## config.mk

```make
export PLATFORM = sky130hd
export DESIGN_NAME = dsc_ctrl
export DESIGN_NICKNAME = d
export VERILOG_FILES = /design/src/rtl/core/dsc_pkg.sv /design/src/rtl/core/dsc_ctrl.sv
export SDC_FILE = /design/constraint.sdc
export NUM_CORES = 1
export LEC_CHECK = 0
export BUFFER_PORTS_ARGS = -buffer_cell sky130_fd_sc_hd__buf_4
export CORE_AREA = 2 2 39 41
export DETAILED_ROUTE_END_ITERATION = 6
export DIE_AREA = 0 0 41 43
export HOLD_SLACK_MARGIN = 0.1
export PLACE_DENSITY = 0.52
export REMOVE_ABC_BUFFERS = 1
export SLEW_MARGIN = 10
export SYNTH_ARGS = -nofsm -noshare
export SYNTH_HDL_FRONTEND = slang
export SYNTH_SLANG_ARGS = --single-unit
```

## constraint.sdc

```tcl
create_clock -name clk -period 1.5 [get_ports clk]
set_input_delay 0.3 -clock clk [delete_from_list [all_inputs] [get_ports clk]]
set_output_delay 0.3 -clock clk [all_outputs]
set_load 0.02 [all_outputs]
```

## src/rtl/core/dsc_pkg.sv

```systemverilog
// Shared types and constants for the divisible subset counter.
`timescale 1ns / 1ps
package dsc_pkg;

	localparam int VALUE_W  = 32;
	localparam int CNT_W    = 64;
	localparam int CFG_W    = 6;
	localparam int DIV_W    = 6;
	localparam int GRP_W    = 5;
	localparam int STEP_W   = $clog2(VALUE_W);

	localparam logic [STEP_W-1:0] DIV_STEP_LAST = STEP_W'(VALUE_W - 1);

	typedef logic [0:0] reg_idx_t;
	localparam reg_idx_t REG_DIVISOR = 1'b0;
	localparam reg_idx_t REG_GROUP   = 1'b1;

	typedef enum logic [2:0] {
		ST_IDLE,
		ST_DIVIDE,
		ST_FIX,
		ST_SWEEP,
		ST_DRAIN,
		ST_RES_RD,
		ST_RES_WAIT
	} state_t;

	typedef struct packed {
		logic load;
		logic div_step;
		logic fix;
		logic issue;
		logic result_rd;
		logic out_load;
		logic clear;
	} dsc_cmd_t;

	typedef struct packed {
		logic div_done;
		logic sweep_last;
	} dsc_sts_t;

endpackage

```

## src/rtl/core/dsc_ctrl.sv

```systemverilog
// Controller: request handshake, divide and sweep sequencing, result hand-off.
`timescale 1ns / 1ps
module dsc_ctrl (
	input  logic               clk,
	input  logic               arst_n,
	input  logic               s_tvalid,
	output logic               s_tready,
	input  logic               s_tlast,
	output logic               m_tvalid,
	input  logic               m_tready,
	input  dsc_pkg::dsc_sts_t  sts,
	output dsc_pkg::dsc_cmd_t  cmd
);
	import dsc_pkg::*;

	state_t state_q;
	state_t state_d;
	logic   last_q;
	logic   m_tvalid_q;
	logic   out_free;

	assign out_free = !m_tvalid_q || m_tready;

	always_comb begin
		state_d = state_q;
		unique case (state_q)
			ST_IDLE:     if (s_tvalid) state_d = ST_DIVIDE;
			ST_DIVIDE:   if (sts.div_done) state_d = ST_FIX;
			ST_FIX:      state_d = ST_SWEEP;
			ST_SWEEP:    if (sts.sweep_last) state_d = ST_DRAIN;
			ST_DRAIN:    state_d = last_q ? ST_RES_RD : ST_IDLE;
			ST_RES_RD:   state_d = ST_RES_WAIT;
			ST_RES_WAIT: if (out_free) state_d = ST_IDLE;
			default:     state_d = ST_IDLE;
		endcase
	end

	always_comb begin
		cmd      = '0;
		s_tready = 1'b0;
		unique case (state_q)
			ST_IDLE: begin
				s_tready = 1'b1;
				cmd.load = s_tvalid;
			end
			ST_DIVIDE: cmd.div_step = 1'b1;
			ST_FIX:    cmd.fix = 1'b1;
			ST_SWEEP:  cmd.issue = 1'b1;
			ST_DRAIN:  ;
			ST_RES_RD: cmd.result_rd = 1'b1;
			ST_RES_WAIT: begin
				cmd.result_rd = 1'b1;
				cmd.out_load  = out_free;
				cmd.clear     = out_free;
			end
			default: ;
		endcase
	end

	always_ff @(posedge clk or negedge arst_n) begin
		if (!arst_n) begin
			state_q    <= ST_IDLE;
			last_q     <= 1'b0;
			m_tvalid_q <= 1'b0;
		end else begin
			state_q <= state_d;
			if (cmd.load) begin
				last_q <= s_tlast;
			end
			if (cmd.out_load) begin
				m_tvalid_q <= 1'b1;
			end else if (m_tready) begin
				m_tvalid_q <= 1'b0;
			end
		end
	end

	assign m_tvalid = m_tvalid_q;

endmodule

```

[Word level (Yosys, flattened, before mapping)]
Index checks and enable logic that the tools add are counted.
W data, S select, Z words.
Word-level totals
  input bits: 7
  output and inout bits: 9
  word-level logic and storage cells: 34
  register bits: 5
Operators by class
  multiplexer cells: 15
  reductions and logical operators: 6
  equality and inequality tests: 10
Operators with widths (number)
  $pmux W3 S7: 1
  $mux W3: 5
  $eq A3 B3 Y1 const B: 3
  $mux W1: 8
  $ne A2 B2 Y1 const B: 4
  $eq A3 B2 Y1 const B: 2
  $reduce_and A4 Y1: 1
  $eq A3 B1 Y1 const B: 1
  $logic_not A3 Y1: 1
  $mux W2: 1
  $reduce_bool A2 Y1: 1
  $reduce_or A2 Y1: 1
  $logic_not A1 Y1: 1
  $logic_or A1 B1 Y1: 1

[Logic depth before layout (Yosys ltp)]
Gate-level depths: netlist of run 1.
  depth in word-level cells: 4
  mapped depth: 4
  gate-level depth less buffers: 3

[Worst setup path after synthesis of run 1]
Ideal clock, no wire load.
  path kind: flip-flop to output port
  start point: reg m_tvalid_q, in the netlist m_tvalid
  end point: out cmd[1] (netlist bit)
  required time: 1.200 ns
  buffers on the path: 1
  cell stages (with the launch flop): 4
  slack: -0.233 ns
  data arrival time: 1.433 ns
  cells stage by stage: dfrtp_1 nand2b_1 nor3b_1 buf_4
RTL lines
  start, declared: line dsc_ctrl.sv:19  | logic m_tvalid_q;
  start signal, assigned: line dsc_ctrl.sv:64  | m_tvalid_q <= 1'b0;
  start signal, assigned: line dsc_ctrl.sv:71  | m_tvalid_q <= 1'b1;
  start signal, assigned: line dsc_ctrl.sv:73  | m_tvalid_q <= 1'b0;
  end, declared: line dsc_ctrl.sv:12  | output dsc_pkg::dsc_cmd_t cmd

==> results.sh, run 1 <==
export IMPL_failed_checks="negative setup slack"
export IMPL_cts_buffers=3
export IMPL_setup_violations_final=4
export IMPL_min_period_ns=1.530
export IMPL_drt_pass1_iterations=2
export IMPL_die_w_um=41
export IMPL_p_int_mw=0.8272
export IMPL_placementRows=14
export IMPL_outcome="finished, violations left"
export IMPL_power_leakage_nw=0.3115
export IMPL_stdcell_count=78
export IMPL_hold_class="in -> reg"
export IMPL_dp_cells=67
export IMPL_fp_dieH_um=43
export IMPL_max_freq_mhz=653.8
export IMPL_nets=70
export IMPL_crit_chain="nand2b_4 > nor3b_4 > buf_6"
export IMPL_route_vias_total=371
export IMPL_synth_ff_type="dfrtp_1"
export IMPL_synth_edf_count=0
export IMPL_worst_setup_path_type="reg -> out"
export IMPL_syn_avg_cell_area_um2=9.867
export IMPL_timing_hold_ws_ns=0.2843
export IMPL_skew_ns=0.008067
export IMPL_io_pins=16
export IMPL_finish_utilization_pct=46.20
export IMPL_r2r_end="state_q[0]$_DFFE_PN0P_"
export IMPL_place_area_um2=485.5
export IMPL_slowest_stage="dfrtp_2"
export IMPL_clockRootBuffer="clkbuf_4"
export IMPL_htreeDepth=1
export IMPL_drv_cap=0
export IMPL_end_kind="output port"
export IMPL_slew_viol_final=0
export IMPL_total_power_mw=1.388
export IMPL_dp_hpwl_um=597.4
export IMPL_start_util_pct=24.95
export IMPL_synth_ff_latch_count=5
export IMPL_grt_pass1_vias=345
export IMPL_p_sw_share_pct=40.39
export IMPL_yosysMostFrequentCell="dfrtp_1"
export IMPL_clk_latency_ns=0.25
export IMPL_slew_headroom_pct=86.88
export IMPL_drc=0
export IMPL_syn_to_final_growth_pct=85.14
export IMPL_overflow=0
export IMPL_seqCellArea_um2=128.9
export IMPL_dieArea_mm2=0.001763
export IMPL_wl_per_cell_um=11.60
export IMPL_r2r_cells=5
export IMPL_period_share_pct=102.0
export IMPL_tns_ns=-0.07594
export IMPL_peakVddDrop_mv=1.058
export IMPL_cts_sinks=5
export IMPL_ys_top_cells_by_count="dfrtp_1 (5), nand2b_1 (4), nor3b_1 (3)"
export IMPL_grt_usage_pct=11.52
export IMPL_cpPeakStageDelay_ns=0.43
export IMPL_netSwitchingPower_mw=0.5606
export IMPL_rr_startpoint="state_q[1]$_DFFE_PN0P_"
export IMPL_antennaDiodeCount=0
export IMPL_syn_area_um2=345.3
export IMPL_yosys_area_top_type="dfrtp_1"
export IMPL_cp_max_fo=4
export IMPL_clk_pin_slew_worst_paths_ns=0.05
export IMPL_startpoint_type="register"
export IMPL_final_setup_worst_slack_ns=-0.02962
export IMPL_synth_distinct_cells=24
export IMPL_antenna_found_initial=0
export IMPL_drtIter0Drc=2
export IMPL_io_buffers=15
export IMPL_rsz0062_at_grt="yes"
export IMPL_ant_nets=0
export IMPL_cp_arrival_ns=1.23
export IMPL_final_area_um2=639.4
export IMPL_wirelength_um=905
export IMPL_grt_max_degree=8
export IMPL_synth_seq_area_share_pct=36.23
export IMPL_dp_slack_ns=0.1172
export IMPL_hold_viol=0
export IMPL_drive_above_1_share_pct=67.74
export IMPL_multi_input_area_um2=232.7
export IMPL_synthCells=35
export IMPL_pwr_share_seq_pct=18.7
export IMPL_gp_congestion=0.7379
export IMPL_worstMarginPinSlew_ns=0.1952
export IMPL_clockPowerShare_pct=11.5
export IMPL_yosysWarnings=0
export IMPL_yosys_top_cells_area="dfrtp_1 (36%), nand2b_1 (7.2%), nor3b_1 (6.5%)"
export IMPL_cts_path_max_buffers=2
export IMPL_crit_end="cmd[0]"
export IMPL_cts_tree="built"
export IMPL_startpoint="state_q[0]$_DFFE_PN0P_"
export IMPL_powerDensity_mw_per_mm2=2171
export IMPL_comb_power_share_pct=69.8
export IMPL_r2r_setup_slack_ns=0.09
export IMPL_grt_first_pass_wirelength_mm=1.373
export IMPL_required_ns=1.20
export IMPL_synth_top_area_share_pct=36.23
export IMPL_nFillCells=138
export IMPL_coreArea_mm2=0.001384
export IMPL_avgViaCountPerCell=4.756
export IMPL_async_flop_share_pct=100.0
==> cells by family (layout without fill, tap and decap cells) <==
kind of cell	Yosys count	count (layout)	synth area share, %
muxes	3	3	10.51
AOI/OAI and AO/OA	9	9	18.48
and+or+nand+nor	13	13	25.00
DFF	5	5	36.23
buffers and inverters	5	32	9.779
==> metal layers <==
metal  part of all wire (%)  vias up  track usage, %
li1                       -      181               -
met5                      0        -               0
met2                     53       11           18.44
met3                    7.0        0           4.712
met4                      0        0           4.000
met1                     40      179           13.11
==> worst min-delay path by stage <==
stage / from / depth (start not counted) / endpoint
6_report: s_tlast / 2 / last_q$_DFFE_PN0P_
5_1_grt: s_tlast / 2 / last_q$_DFFE_PN0P_
4_1_cts: s_tlast / 2 / last_q$_DFFE_PN0P_
3_5_place_dp: arst_n / 1 / state_q[2]$_DFFE_PN0P_
3_3_place_gp: arst_n / 1 / state_q[2]$_DFFE_PN0P_
2_1_floorplan: arst_n / 0 / last_q$_DFFE_PN0P_
==> worst max-delay path: cells and delay by family (launching register included) <==
kind	cells	cell delay (ns)
DFF	1	0.43
and+or+nand+nor	2	0.41
buffers and inverters	1	0.15
==> state kept, by name (all words and copies together) (netlist names) <==
register,flops
state_q,3
last_q,1
m_tvalid,1
==> power groups by stage <==
| stage | Combinational [mW] | Clock [mW] | Sequential, mW |
|---|---|---|---|
| 6_report | 0.969 | 0.159 | 0.259 |
| 5_1_grt | 1.04 | 0.177 | 0.268 |
| 4_1_cts | 0.866 | 0.162 | 0.253 |
| 3_5_place_dp | 0.684 | 0 | 0.266 |
| 3_3_place_gp | 0.691 | 0 | 0.266 |
| 2_1_floorplan | 0.343 | 0 | 0.306 |
==> final cells by class <==
type / instances / area share, %
multi-input combinational: 25 / 36.40
timing repair buffer: 27 / 35.62
sequential: 5 / 20.16
clock buffer: 4 / 4.110
tap: 16 / 3.131
inverter: 1 / 0.5871
==> cells in the final DEF (no fill, tap or decap), types with 2 or more instances in the layout <==
cell type   n
buf_4      20
buf_6       6
clkbuf_4    3
dfrtp_2     3
nor3b_2     2
nand2b_4    2
nand2b_1    2
nor3_1      2
dfrtp_1     2
==> timing repair <==
| item | 4_1_cts | 5_1_grt |
|---|---|---|
| resized for setup | 9 | 9 |
| hold buffers | 1 | 0 |
| hold endpoints to repair | 5 | 0 |
| pin swaps | 4 | 3 |
| setup endpoints to repair | 7 | 9 |
| buffers inserted | 5 | 1 |
No activity file was read; power rests on OpenSTA's default activity.
==> run 2, diff against run 1 <==
--- a/config.mk
+++ b/config.mk
@@ -10,7 +10,7 @@
 export DETAILED_ROUTE_END_ITERATION = 6
 export DIE_AREA = 0 0 41 43
 export HOLD_SLACK_MARGIN = 0.1
-export PLACE_DENSITY = 0.52
+export PLACE_DENSITY_LB_ADDON = 0.12
 export REMOVE_ABC_BUFFERS = 1
 export SLEW_MARGIN = 10
 export SYNTH_ARGS = -nofsm -noshare
==> constraint.sdc (replaced) <==
create_clock -name clk -period 1.3 [get_ports clk]
set_input_delay 0.26 -clock clk [delete_from_list [all_inputs] [get_ports clk]]
set_output_delay 0.26 -clock clk [all_outputs]
set_load 0.02 [all_outputs]
==> run 2 against run 1 <==
  * Largest power group unchanged
  * Sequential share of layout area down 1.3 points
  * Largest cell class is now non-clock buffers
  * Sequential power up 25%
  * Global-route usage up 1.8 points
  * The flow still finishes with violations (negative setup slack)
==> results.sh, run 2 (synthesized netlist as in run 1, its figures left out) <==
export IMPL_outcome="finished, violations left"
export IMPL_failed_checks="negative setup slack"
export IMPL_antenna_found_initial=0
export IMPL_grt_pass1_vias=394
export IMPL_r2r_setup_slack_ns=-0.12
export IMPL_min_period_ns=1.507
export IMPL_drc=0
export IMPL_cts_sinks=5
export IMPL_route_vias_total=371
export IMPL_skew_ns=0.002846
export IMPL_syn_to_final_growth_pct=96.01
export IMPL_holdPathStages=2
export IMPL_setup_violations_final=9
export IMPL_overflow=0
export IMPL_required_ns=1.04
export IMPL_final_setup_worst_slack_ns=-0.2073
export IMPL_clk_latency_ns=0.24
export IMPL_nFillCells=141
export IMPL_wl_per_cell_um=11.48
export IMPL_final_common_cell="buf_4"
export IMPL_nets=73
export IMPL_r2r_end="state_q[0]$_DFFE_PN0P_"
export IMPL_drive_above_1_share_pct=69.23
export IMPL_mostFrequentLayoutCells="buf_4 (20), buf_6 (8), nor3b_2 (3), clkbuf_4 (3), dfrtp_1 (3)"
export IMPL_grt_usage_pct=13.35
export IMPL_avgViaCountPerCell=4.580
export IMPL_powerDensity_mw_per_mm2=2536
export IMPL_slew_headroom_pct=88.30
export IMPL_period_share_pct=115.9
export IMPL_hold_path_startpoint="s_tlast"
export IMPL_fp_dieH_um=43
export IMPL_top_register="state_q"
export IMPL_cp_arrival_ns=1.25
export IMPL_startpoint_type="register"
export IMPL_ant_nets=0
export IMPL_clockRootBuffer="clkbuf_4"
export IMPL_grt_first_pass_wirelength_mm=1.580
export IMPL_clk_pin_slew_worst_paths_ns=0.04
export IMPL_drt_pass1_iterations=2
export IMPL_cts_buffers=3
export IMPL_crit_end="cmd[2]"
export IMPL_worstMarginPinSlew_ns=0.1741
export IMPL_htreeDepth=1
export IMPL_startpoint="state_q[1]$_DFFE_PN0P_"
export IMPL_worst_setup_path_type="reg -> out"
export IMPL_hold_viol=0
export IMPL_r2r_cells=5
export IMPL_grt_max_degree=11
export IMPL_drtIter0Drc=1
export IMPL_max_freq_mhz=663.4
export IMPL_hold_class="in -> reg"
export IMPL_placementRows=14
export IMPL_peakVddDrop_mv=1.350
export IMPL_io_buffers=15
export IMPL_slew_viol_final=0
export IMPL_dp_hpwl_um=655.8
export IMPL_power_leakage_nw=0.3343
export IMPL_gp_congestion=0.7829
export IMPL_rsz0062_at_grt="yes"
export IMPL_wirelength_um=930
export IMPL_multi_input_area_um2=229.0
export IMPL_io_pins=16
export IMPL_antennaDiodeCount=0
export IMPL_coreArea_mm2=0.001384
export IMPL_total_power_mw=1.716
export IMPL_largest_reg_flops=3
export IMPL_drv_cap=0
export IMPL_cts_tree="built"
export IMPL_seqCellArea_um2=127.6
export IMPL_dieArea_mm2=0.001763
export IMPL_finish_utilization_pct=48.92
export IMPL_cp_max_fo=5
export IMPL_rr_startpoint="state_q[1]$_DFFE_PN0P_"
export IMPL_die_w_um=41
export IMPL_end_kind="output port"
export IMPL_start_util_pct=24.95
export IMPL_cts_path_max_buffers=2
==> run 2: worst max-delay path, cell delays in order, from the launching register on <==
cell	delay [ns]
dfrtp_2	0.44
buf_12	0.13
nand2b_4	0.06
buf_6	0.12
a21oi_2	0.11
buf_4	0.15
==> run 2: area by class of cell <==
type / instances / area share [%]
Clock buffer: 4 / 3.882
Sequential cell: 5 / 18.85
Timing Repair Buffer: 30 / 39.93
Tap cell: 16 / 2.957
Inverter: 1 / 0.5545
Multi-Input combinational cell: 25 / 33.83
==> run 2: worst min-delay path by stage <==
stage          slack, ns                      to
2_1_floorplan      -0.04      last_q$_DFFE_PN0P_
3_3_place_gp        0.07      last_q$_DFFE_PN0P_
3_5_place_dp        0.06  state_q[1]$_DFFE_PN0P_
4_1_cts             0.25      last_q$_DFFE_PN0P_
5_1_grt             0.26      last_q$_DFFE_PN0P_
6_report            0.26      last_q$_DFFE_PN0P_
==> run 2: layer usage <==
metal	up-vias	track usage (%)	part of all wire, %
li1	186	-	-
met1	174	15.43	41
met2	11	21.56	55
met3	0	0.5236	4.4
met4	0	10.00	0
met5	-	0	0
==> run 2: stage by stage <==
| stage | instances | worst slack (ns) | area, um2 | hold WS (ns) | setup TNS (ns) |
|---|---|---|---|---|---|
| 3_3_place_gp | 71 | -0.003919 | 515.5 | 0.06549 | -0.007239 |
| 6_report | 81 | -0.2073 | 676.9 | 0.2619 | -1.233 |
| 4_1_cts | 80 | -0.2144 | 651.9 | 0.2509 | -1.341 |
| 2_1_floorplan | 31 | -0.6054 | 315.3 | -0.03559 | -1.620 |
| 5_1_grt | 81 | -0.2507 | 676.9 | 0.2588 | -1.671 |
| 3_5_place_dp | 71 | -0.02589 | 515.5 | 0.06463 | -0.07091 |
==> run 2: repair_timing <==
action,CTS,global route
hold endpoints to repair,5,0
setup endpoints to repair,8,10
hold buffers,1,0
buffers inserted,4,1
cloned,0,0
resized for setup,14,4
pin swaps,3,4
==> run 2: power by group <==
| group | switching, mW | internal (mW) | total, mW |
|---|---|---|---|
| clock network | 0.0613 | 0.116 | 0.177 |
| registers | 0.0905 | 0.233 | 0.323 |
| logic | 0.492 | 0.724 | 1.22 |
